--- src/mss_pkg.sv ---
package mss_pkg;

	typedef struct packed {
		logic insert;
		logic shift;
	} mss_ctrl_t;

endpackage

--- src/mss_cell.sv ---
module mss_cell
	import mss_pkg::*;
#(
	parameter int DATA_WIDTH = 32,
	parameter int CNT_W      = 7,
	parameter int INDEX      = 0
) (
	input  logic                  clk,
	input  mss_ctrl_t             ctrl,
	input  logic [CNT_W-1:0]      fill,
	input  logic [DATA_WIDTH-1:0] din,
	input  logic [DATA_WIDTH-1:0] prev_val,
	input  logic                  prev_lt,
	input  logic [DATA_WIDTH-1:0] next_val,
	output logic [DATA_WIDTH-1:0] val,
	output logic                  lt
);

	logic [DATA_WIDTH-1:0] val_q;

	// empty cells count as larger than any value
	always_comb begin
		lt = (fill <= CNT_W'(INDEX)) || ($signed(din) < $signed(val_q));
	end

	always_ff @(posedge clk) begin
		if (ctrl.insert) begin
			if (lt) begin
				val_q <= prev_lt ? prev_val : din;
			end
		end else if (ctrl.shift) begin
			val_q <= next_val;
		end
	end

	assign val = val_q;

endmodule

--- config.mk ---
export PLATFORM = sky130hd
export DESIGN_NAME = mss_cell
export DESIGN_NICKNAME = d
export VERILOG_FILES = /design/src/mss_pkg.sv /design/src/mss_cell.sv
export SDC_FILE = /design/constraint.sdc
export NUM_CORES = 1
export LEC_CHECK = 0
export ABC_AREA = 0
export BUFFER_PORTS_ARGS = -buffer_cell sky130_fd_sc_hd__buf_2
export CORE_ASPECT_RATIO = 0.7
export CORE_UTILIZATION = 45
export CTS_BUF_LIST = sky130_fd_sc_hd__clkbuf_4 sky130_fd_sc_hd__clkbuf_8
export DETAILED_ROUTE_END_ITERATION = 6
export GPL_TIMING_DRIVEN = 0
export PLACE_DENSITY_LB_ADDON = 0.2
export SYNTH_ARGS = -nofsm -noshare
export SYNTH_HDL_FRONTEND = slang
export SYNTH_SLANG_ARGS = --single-unit
--- constraint.sdc ---
create_clock -name clk -period 6.74 [get_ports clk]
set_input_delay 1.348 -clock clk [delete_from_list [all_inputs] [get_ports clk]]
set_output_delay 1.348 -clock clk [all_outputs]
set_load 0.005 [all_outputs]
# After elaboration in Yosys (flattened, before gate mapping)
# Cells that the tools add are included.
# op_classes
bitwise_logic,0
shift,0
div_mod_pow,0
reduce_logical,3
multipliers,0
add_sub_neg,0
eq_ne,1
muxes,4
magnitude_cmp,2
# op_table
cell,n
two-way mux 32 bit,4
< comparator 32 bit,1
<= comparator 7 x 1 -> 1 bit (second input constant),1
!= test 2 x 1 -> 1 bit (second input constant),1
AND reduction 2 bit,1
nonzero test 2 bit,1
logical OR 1 bit,1
# totals
latch_bits,0
inputBits,107
memories,0
ramBits,0
register_bits,32
mem_bits_ro,0
out_inout_bits,33
elab_cells,11

# Longest topological paths before layout
# Gate-level depths: netlist (run 1).
# logic_depth
word_depth,4
ltp_mapped,8

# Worst setup path before layout (run 1)
# Ideal clock, no wire load.
# synth_path
path_type,input-to-reg
start,input port din[2]
end,"register val_q[0] (netlist: val[0]), enable pin"
required_ns,6.279
path_buffers,0
arrival_time_ns,4.659
stages,7
setup_ns,0.461
path_slack_ns,1.620
cell_sequence,ha_1 > a211o_1 > a31oi_1 > o311a_1 > o41a_1 > o31ai_1 > nor3_1
# synth_via
elab_chain_len,4
# synth_lines
item,line_no,text
start: declaration,mss_cell.sv:11,"input logic [DATA_WIDTH-1:0] din,"
< comparator 32 bit,mss_cell.sv:23,lt = (fill <= CNT_W'(INDEX)) || ($signed(din) < $signed(val_q));
logical OR 1 bit,mss_cell.sv:23,
!= test 2 x 1 -> 1 bit (no source line),-,
AND reduction 2 bit (no source line),-,
end signal: assignment,mss_cell.sv:29,val_q <= prev_lt ? prev_val : din;
end signal: assignment,mss_cell.sv:32,val_q <= next_val;
end: declaration,mss_cell.sv:19,logic [DATA_WIDTH-1:0] val_q;
# Every way passes these cells.
# A chain may end at the register's enable or synchronous reset.

# Worst setup path in the final report (run 1)
# layout_path
start,input port din[7]
end,output port lt
# layout_via
elab_chain_len,2
# layout_lines
item,line_no,text
< comparator 32 bit,mss_cell.sv:23,
logical OR 1 bit,mss_cell.sv:23,
end: declaration,mss_cell.sv:16,output logic lt
# Every way passes these cells.

==> results of run 1 <==
-- cell type report --
type                    instances  area, µm²  area share [%]
plain buffers                  11       45.0            1.34
clock buffers                   7       83.8            2.49
clock inverters                 1       3.75           0.111
inverters                      32        120            3.57
multi-input cells             187       1340            39.8
flip-flops and latches         32        961            28.5
well taps                      72       90.1            2.67
repair buffers                141        724            21.5
-- per-stage QoR --
| step | hold slack, ns | setup slack [ns] | instances | power [mW] | util [%] |
|---|---|---|---|---|---|
| 2_1_floorplan | 1.43 | 1.62 | 262 | 0.398 | - |
| 3_3_place_gp | 1.66 | 0.0920 | 472 | 0.490 | 61.7 |
| 3_5_place_dp | 1.10 | 2.20 | 475 | 0.501 | 62.4 |
| 4_1_cts | 1.13 | 2.19 | 483 | 0.652 | 64.1 |
| 5_1_grt | 1.24 | 2.12 | 483 | 0.693 | 64.1 |
| 6_report | 1.12 | 2.18 | 483 | 0.646 | 64.1 |
-- worst min-delay path by stage --
stage	from	endpoint	depth (start not counted)
6_report	val[31]$_DFFE_PP_	val[24]$_DFFE_PP_	5
5_1_grt	val[31]$_DFFE_PP_	val[24]$_DFFE_PP_	5
4_1_cts	val[31]$_DFFE_PP_	val[24]$_DFFE_PP_	5
3_5_place_dp	val[31]$_DFFE_PP_	val[24]$_DFFE_PP_	5
3_3_place_gp	next_val[3]	val[3]$_DFFE_PP_	3
2_1_floorplan	val[31]$_DFFE_PP_	val[0]$_DFFE_PP_	5
-- cell usage in the layout (no fill, tap or decap) --
master     instances
a21o_2             1
o21a_1             1
a211o_1            1
buf_2            141
nand4_1            7
nor4_1             1
buf_6              3
a2bb2oi_1          1
clkbuf_8           5
nand3_1            3
nor3_2             1
nand2_1            9
o41a_1             1
mux2i_1           33
clkinv_1           1
or2b_2             1
o311a_1            1
nor3_1             2
o21ai_0            4
nor2b_1            1
a31oi_1            1
ha_1              31
a21oi_1           47
or4_1              1
o21ba_1            1
and2_1             1
edfxtp_1          32
o31ai_1            1
a221oi_1           1
inv_1             32
clkbuf_1           8
clkbuf_4           2
nor2_1            35
-- where the power goes --
group / switching [mW] / leakage, nW / internal, mW
clock network: 0.0699 / 0.0467 / 0.0799
registers: 0.0126 / 0.311 / 0.259
logic: 0.118 / 1.42 / 0.107
total: 0.200 / 1.77 / 0.446
-- logic make-up (layout without fill, tap and decap cells) --
kind of cell,after synthesis,count (layout)
DFF,32,32
muxes,33,33
AOI/OAI and AO/OA,61,61
adders and majority gates,31,31
buffers and inverters,43,192
and+or+nand+nor,62,62
-- worst max-delay path, cell delays in order --
cell and delay, ns:
buf_2 0.11, ha_1 0.32, nand4_1 0.11, o311a_1 0.40, o41a_1 0.43, o21ba_1 0.21, mux2i_1 0.13, buf_2 0.14
-- per-layer routing --
metal | vias up | routed length [µm] | part of all wire [%]
met5 | - | 0 | 0
li1 | 1238 | - | -
met2 | 90 | 2910 | 45
met3 | 6 | 381 | 5.9
met1 | 1113 | 3120 | 48
met4 | 0 | 43 | 0.67
==> flow_metrics.env, run 1 <==
export IMPL_slew_headroom_pct=56.4
export IMPL_cts_max_level=2
export IMPL_rsz0062_at_grt="false"
export IMPL_use_met2_pct=37.1
export IMPL_nets=548
export IMPL_fp_dieArea_um2=5770
export IMPL_grtUsageMet1_pct=31.4
export IMPL_path_clk_slew_ns=0.06
export IMPL_min_period_over_period_pct=67.6
export IMPL_postSynthAreaPerCell_um2=9.39
export IMPL_arrival_ns=3.21
export IMPL_die_w_um=90.4
export IMPL_yosys_mux_area_fraction_pct=13.4
export IMPL_synth_most_common_cell="a21oi_1"
export IMPL_routedWlPerCell_um=13.4
export IMPL_grt_usage_pct=23.3
export IMPL_async_flop_share_pct=0
export IMPL_fmax_mhz=219
export IMPL_r2r_end="val[4]$_DFFE_PP_"
export IMPL_reg2reg_depth=10
export IMPL_numCtsBuffers=5
export IMPL_dpl_cell_area_um2=3280
export IMPL_grt_pass1_vias=2259
export IMPL_power_density_nw_per_um2=192
export IMPL_setup_tns_ns=0
export IMPL_crit_type="input port to primary output"
export IMPL_ys_warnings_count=0
export IMPL_firstDrtPassIters=4
export IMPL_hold_class="register to register"
export IMPL_grt_max_degree=11
export IMPL_post_cts_buffers=0
export IMPL_postRouteWirelength_um=6460
export IMPL_clock_path_buffers=2
export IMPL_synth_edff_count=32
export IMPL_netlist_area_um2=2460
export IMPL_num_rows=22
export IMPL_critPathLaunchType="input port"
export IMPL_via_count=2447
export IMPL_synthTopCellsByArea="edfxtp_1, ha_1, mux2i_1"
export IMPL_fp_dieH_um=63.9
export IMPL_synth_xor_area_share_pct=0
export IMPL_fin_crit_ns=4.56
export IMPL_setup_viol=0
export IMPL_cap_viol_max_count=0
export IMPL_r2r_slack_ns=3.81
export IMPL_synth_seq_area_share_pct=39.0
export IMPL_antenna_diode_count=0
export IMPL_dpl_hpwl_um=5290
export IMPL_synth_simple_area_share_pct=11.1
export IMPL_cts_root_buf="clkbuf_8"
export IMPL_cp_startpoint="din[7]"
export IMPL_port_buffers=138
export IMPL_power_leakage_nw=1.77
export IMPL_yosys_top_cells_count="a21oi_1, nor2_1, mux2i_1, edfxtp_1, inv_1"
export IMPL_largest_register_ffs=32
export IMPL_routed_via_density=5.07
export IMPL_antenna_found_initial=0
export IMPL_gr_total_overflow=0
export IMPL_worst_pin_slew_ns=0.650
export IMPL_nFillCells=468
export IMPL_cts_hold_buf=0
export IMPL_postRouteAntennaNets=0
export IMPL_ys_types=28
export IMPL_clkLatencyLatePin_ns=0.28
export IMPL_place_congestion=0.848
export IMPL_r2r_start="val[2]$_DFFE_PP_"
export IMPL_synth_fp_nets=400
export IMPL_cp_required_ns=5.39
export IMPL_drive_above_1_share_pct=37.5
export IMPL_busiest_layer="met2"
export IMPL_synth_compound_area_share_pct=13.9
export IMPL_vdd_drop_max_v=0.000121
export IMPL_cts_resized=0
export IMPL_io_pins=140
export IMPL_drv_slew=0
export IMPL_yosys_area_top_type="edfxtp_1"
export IMPL_yosys_area_share_adder_pct=15.8
export IMPL_synth_seq_cells=32
export IMPL_status="finished clean"
export IMPL_use_met3_pct=5.71
export IMPL_fin_area_um2=3370
export IMPL_synth_top_family_by_area="adder cells"
export IMPL_drtIter0Drc=102
export IMPL_cts_tree="done"
export IMPL_final_hold_viol_count=0
export IMPL_cp_endpoint="lt"
export IMPL_final_setup_skew_ns=0.00309
export IMPL_path_max_fanout=3
export IMPL_start_util_pct=46.8
export IMPL_cts_sinks=32
export IMPL_crit_path_end_kind="primary output"
export IMPL_synthToLayoutAreaGrowth_pct=36.9
export IMPL_syn_inst=262
export IMPL_core_region_area_um2=5260
export IMPL_yosysTopAreaCellShare_pct=39.0
export IMPL_grt_pass1_wl_um=10500
export IMPL_drc=0
export IMPL_ys_flop_type="edfxtp_1"
(Power assumes the default switching activity.)
==> run 2: changes to the inputs <==
- clock period: 6.74 -> 4.5 ns (I/O delays scaled with it)
==> run 2 against run 1 <==
Critical path depth did not move. Clock-buffer cell count fell by 2. Sequential power increased by 51%. First-iteration DRC count decreased by 25%. Clock skew up 0.0028 ns. Critical path type unchanged.
==> flow_metrics.env, run 2 (synthesized netlist as in run 1, its figures left out) <==
export IMPL_drv_slew=0
export IMPL_core_region_area_um2=5260
export IMPL_place_congestion=0.817
export IMPL_slew_headroom_pct=57.3
export IMPL_cts_tree="done"
export IMPL_path_clk_slew_ns=0.06
export IMPL_fp_dieH_um=63.9
export IMPL_power_leakage_nw=1.76
export IMPL_gr_total_overflow=0
export IMPL_drc=0
export IMPL_routed_via_density=5.01
export IMPL_numCtsBuffers=5
export IMPL_fp_dieArea_um2=5770
export IMPL_port_buffers=138
export IMPL_path_cells="buf_2 > ha_1 > nand4_1 > o311a_1 > o41a_1 > o21ba_1 > mux2i_1 > buf_2"
export IMPL_nFillCells=500
export IMPL_die_w_um=90.4
export IMPL_firstDrtPassIters=4
export IMPL_power_total_mw=0.945
export IMPL_reg2reg_depth=10
export IMPL_layout_common_cells="buf_2, a21oi_1, nor2_1"
export IMPL_arrival_ns=2.70
export IMPL_cts_hold_buf=0
export IMPL_nets=547
export IMPL_cts_max_level=2
export IMPL_critPathLaunchType="input port"
export IMPL_synthToLayoutAreaGrowth_pct=36.2
export IMPL_min_period_over_period_pct=80.1
export IMPL_grt_pass1_vias=2243
export IMPL_fmax_mhz=277
export IMPL_clkLatencyLatePin_ns=0.28
export IMPL_dpl_hpwl_um=5390
export IMPL_crit_type="input port to primary output"
export IMPL_crit_path_frequent_cell="buf_2"
export IMPL_post_cts_buffers=0
export IMPL_cp_required_ns=3.60
export IMPL_final_hold_viol_count=0
export IMPL_via_count=2399
export IMPL_cts_sinks=32
export IMPL_power_density_nw_per_um2=282
export IMPL_status="finished clean"
export IMPL_cpMaxStageDelayCell="o41a_1"
export IMPL_setup_viol=0
export IMPL_cts_root_buf="clkbuf_8"
export IMPL_multi_input_area_um2=1350
export IMPL_postRouteAntennaNets=0
export IMPL_fin_crit_ns=3.60
export IMPL_clock_path_buffers=2
export IMPL_hold_class="input port to register"
export IMPL_whs_path_depth=3
export IMPL_grt_usage_pct=23.6
export IMPL_antenna_found_initial=0
export IMPL_postRouteWirelength_um=6510
export IMPL_routedWlPerCell_um=13.6
export IMPL_layout_setup_ws_ns=0.895
export IMPL_largest_register_ffs=32
export IMPL_grt_max_degree=13
export IMPL_vdd_drop_max_v=0.000151
export IMPL_ff_latch_area_um2=961
export IMPL_num_rows=22
export IMPL_crit_path_end_kind="primary output"
export IMPL_start_util_pct=46.8
export IMPL_cts_resized=0
export IMPL_drtIter0Drc=77
export IMPL_rsz0062_at_grt="false"
export IMPL_max_stage_delay_ns=0.42
export IMPL_path_max_fanout=3
export IMPL_worst_pin_slew_ns=0.639
export IMPL_final_setup_skew_ns=0.00585
export IMPL_drive_above_1_share_pct=37.1
export IMPL_cap_viol_max_count=0
export IMPL_dp_slack_ns=0.892
export IMPL_io_pins=140
export IMPL_antenna_diode_count=0
export IMPL_layout_commonest_cell="buf_2"
export IMPL_grt_pass1_wl_um=10700
[run 2: changes by cell type in the layout (fill, tap and decap cells not counted)]
| cell | delta |
|---|---|
| clkinv_1 | -1 |
| buf_6 | -3 |
| nor3_4 | +1 |
| clkbuf_4 | -2 |
| buf_8 | +2 |
| nor3_2 | -1 |
[run 2: final timing paths]
kind / from / to / slack (ns)
hold reg to reg: val[31]$_DFFE_PP_ / val[7]$_DFFE_PP_ / 1.24
setup / recovery: din[7] / lt / 0.90
hold / removal: next_val[10] / val[10]$_DFFE_PP_ / 0.94
setup reg to reg: val[2]$_DFFE_PP_ / val[25]$_DFFE_PP_ / 1.56
[run 2: layout make-up]
class                   instances  area share [%]
inverters                      32            3.58
flip-flops and latches         32            28.7
plain buffers                  11            1.34
clock buffers                   5            2.05
repair buffers                140            21.5
multi-input cells             187            40.2
well taps                      72            2.69
[run 2: critical path, delay by kind of cell]
kind | cells | cell delay (ns)
and+or+nand+nor | 1 | 0.10
AOI/OAI and AO/OA | 3 | 1.02
adders and majority gates | 1 | 0.31
buffers and inverters | 2 | 0.24
muxes | 1 | 0.13
[run 2: layer usage]
| layer | share of wire [%] | vias up | routed length, µm | GRT usage (%) |
|---|---|---|---|---|
| met5 | 0 | - | 0 | 0 |
| met4 | 0.48 | 0 | 31 | 5.44 |
| met3 | 6.7 | 5 | 435 | 5.12 |
| met2 | 46 | 84 | 2990 | 39.6 |
| met1 | 47 | 1083 | 3050 | 31.4 |
| li1 | - | 1227 | - | - |
[run 2: metrics by stage]
step,hold WS (ns),util (%),std cells,TNS [ns],area [µm²]
after CTS,0.930,63.8,479,0,3350
after detailed placement,1.22,62.4,474,0,3280
final,0.940,63.8,479,0,3350
after global routing,0.944,63.8,479,0,3350
after floorplan,1.13,-,262,0,2470
after global placement,1.22,61.8,472,-4.88,3250
[run 2: report_power, final]
part | switching (mW) | internal (mW) | total (mW)
Clock | 0.0997 | 0.0996 | 0.199
Sequential | 0.0209 | 0.389 | 0.410
Combinational | 0.175 | 0.161 | 0.336
Total | 0.296 | 0.649 | 0.945
==> run 3: changes to the inputs <==
- ABC_AREA: 0 -> 1
- CORE_UTILIZATION: 45 -> 41
- clock period: 4.5 -> 3.1 ns (I/O delays scaled with it)
==> run 3 against run 2 <==
Utilization down 5.2 points. Clock power up 68%. Clock-buffer cell count up 2. Sequential share of layout area decreased by 0.14 points. Clock skew is 0.00056 ns lower. Sequential power grew 40%. Wire length is 4.3% higher. Critical path depth increased by 7. Largest power group unchanged.
==> flow_metrics.env, run 3 <==
export IMPL_cts_tree="done"
export IMPL_fmax_mhz=371
export IMPL_drive_above_1_share_pct=33.9
export IMPL_yosys_top_cells_count="nand2_1, o21ai_0, inv_1, nor2_1, edfxtp_1"
export IMPL_layout_common_cells="buf_2, nand2_1, o21ai_0"
export IMPL_postRouteAntennaNets=0
export IMPL_start_util_pct=42.8
export IMPL_grt_max_degree=13
export IMPL_cap_viol_max_count=0
export IMPL_dpl_hpwl_um=5470
export IMPL_largest_register_ffs=32
export IMPL_hold_class="input port to register"
export IMPL_firstDrtPassIters=4
export IMPL_setup_tns_ns=0
export IMPL_yosys_area_top_type="edfxtp_1"
export IMPL_nets=603
export IMPL_nFillCells=578
export IMPL_gr_total_overflow=0
export IMPL_synth_seq_area_share_pct=39.0
export IMPL_port_buffers=139
export IMPL_final_hold_viol_count=0
export IMPL_final_setup_skew_ns=0.00529
export IMPL_switching_share_pct=31.3
export IMPL_cts_root_buf="clkbuf_8"
export IMPL_routed_via_density=4.71
export IMPL_drv_slew=0
export IMPL_synthTopCellsByArea="edfxtp_1, ha_1, o21ai_0"
export IMPL_synth_most_common_cell="nand2_1"
export IMPL_path_max_fanout=12
export IMPL_core_region_area_um2=5760
export IMPL_power_frac_seq_pct=43.0
export IMPL_ys_flop_type="edfxtp_1"
export IMPL_yosysTopAreaCellShare_pct=39.0
export IMPL_slew_headroom_pct=65.5
export IMPL_via_count=2546
export IMPL_syn_inst=317
export IMPL_power_leakage_nw=1.76
export IMPL_postRouteWirelength_um=6790
export IMPL_async_flop_share_pct=0
export IMPL_antenna_diode_count=0
export IMPL_hold_ws_ns=0.616
export IMPL_synth_edff_count=32
export IMPL_antenna_found_initial=0
export IMPL_numCtsBuffers=5
export IMPL_fin_area_um2=3370
export IMPL_die_w_um=94.6
export IMPL_ys_warnings_count=0
export IMPL_fin_util_pct=58.5
export IMPL_switchingPower_mw=0.418
export IMPL_layout_commonest_cell="buf_2"
export IMPL_drc=0
export IMPL_dpl_cell_area_um2=3280
export IMPL_synth_fp_nets=455
export IMPL_worst_pin_slew_ns=0.516
export IMPL_grt_usage_pct=22.0
export IMPL_routedWlPerCell_um=12.5
export IMPL_place_congestion=0.778
export IMPL_path_clk_slew_ns=0.07
export IMPL_power_total_mw=1.33
export IMPL_clkLatencyLatePin_ns=0.28
export IMPL_synthToLayoutAreaGrowth_pct=36.9
export IMPL_cts_max_level=2
export IMPL_ys_types=21
export IMPL_cts_sinks=32
export IMPL_io_pins=140
export IMPL_share_comb_of_total_power_pct=31.9
export IMPL_cts_hold_buf=0
export IMPL_status="finished clean"
export IMPL_setup_viol=0
export IMPL_grt_pass1_wl_um=10600
export IMPL_power_density_nw_per_um2=396
export IMPL_vdd_drop_max_v=0.000213
export IMPL_drtIter0Drc=96
export IMPL_internal_power_mw=0.916
export IMPL_fp_dieH_um=66.8
export IMPL_clockPowerShare_pct=25.1
export IMPL_crit_type="input port to register"
export IMPL_netlist_area_um2=2460
export IMPL_post_cts_buffers=0
export IMPL_arrival_ns=2.69
export IMPL_clock_path_buffers=2
export IMPL_critPathLaunchType="input port"
export IMPL_num_rows=23
export IMPL_synth_seq_cells=32
export IMPL_cts_resized=0
export IMPL_fin_crit_ns=2.69
export IMPL_crit_path_end_kind="register"
export IMPL_postSynthAreaPerCell_um2=7.76
export IMPL_min_period_over_period_pct=86.9
export IMPL_rsz0062_at_grt="false"
export IMPL_cp_required_ns=3.09
export IMPL_grt_pass1_vias=2306
export IMPL_fp_dieArea_um2=6320
run 3: cell count changes in the layout (fill, tap and decap cells not counted), sizes merged, moves of 3 or more:
cell and delta:
o21ai +64, mux2i -33, clkbuf +3, nand2 +58, nor2 +5, a21oi -32
inv +10, nand4 -6
run 3: worst max-delay path: stages:
cell,delay (ns)
buf_2,0.11
ha_1,0.31
a21oi_2,0.14
nor2_1,0.06
nor3_2,0.10
nand2_1,0.09
nand2_1,0.06
nand2_1,0.06
nand2_1,0.09
nand3_1,0.09
nand3_2,0.10
nand2_1,0.05
nand2_1,0.40
buf_8,0.23
buf_8,0.17
run 3: power by group through the flow:
stage | registers [mW] | logic (mW) | clock network [mW]
after floorplan | 0.590 | 0.218 | 0
after global placement | 0.584 | 0.403 | 0
after detailed placement | 0.583 | 0.428 | 0
after CTS | 0.574 | 0.430 | 0.345
after global routing | 0.579 | 0.491 | 0.362
final | 0.573 | 0.425 | 0.335
run 3: metal layers:
layer  wire length, µm  GRT usage [%]  vias up
met1              3160           28.1     1102
met5                 0              0        -
li1                  -              -     1352
met3               484           5.71        4
met2              3090           37.3       88
met4                55           4.92        0
run 3: through the flow:
| stage | std cells | setup slack [ns] |
|---|---|---|
| after floorplan | 317 | 0.392 |
| after global placement | 531 | -0.271 |
| after detailed placement | 533 | 0.0669 |
| after CTS | 541 | 0.373 |
| after global routing | 541 | 0.221 |
| final | 541 | 0.405 |
run 3: path summary, 6_finish.rpt:
kind	endpoint	cells after the start	startpoint	slack [ns]
setup reg to reg	val[10]$_DFFE_PP_	15	val[5]$_DFFE_PP_	0.47
hold / removal	val[27]$_DFFE_PP_	3	next_val[27]	0.62
setup / recovery	val[10]$_DFFE_PP_	15	din[5]	0.41
hold reg to reg	val[12]$_DFFE_PP_	7	val[31]$_DFFE_PP_	1.47
run 3: area by class of cell:
| type | count | area [µm²] | area share [%] |
|---|---|---|---|
| sequential | 32 | 961 | 28.5 |
| clock buffer | 7 | 83.8 | 2.49 |
| clock inverter | 1 | 3.75 | 0.111 |
| timing repair buffer | 141 | 726 | 21.5 |
| buffer | 12 | 50.0 | 1.49 |
| multi-input combinational | 231 | 1290 | 38.4 |
| inverter | 42 | 158 | 4.68 |
| tap | 75 | 93.8 | 2.79 |
run 3: cell families (layout without fill, tap and decap cells):
group	count (synthesis)	after routing	share of synthesized area, %
compound gates	84	84	17.8
fa+ha+maj	31	31	15.8
buf+inv	54	203	8.44
flops	32	32	39.0
simple gates	116	116	19.0
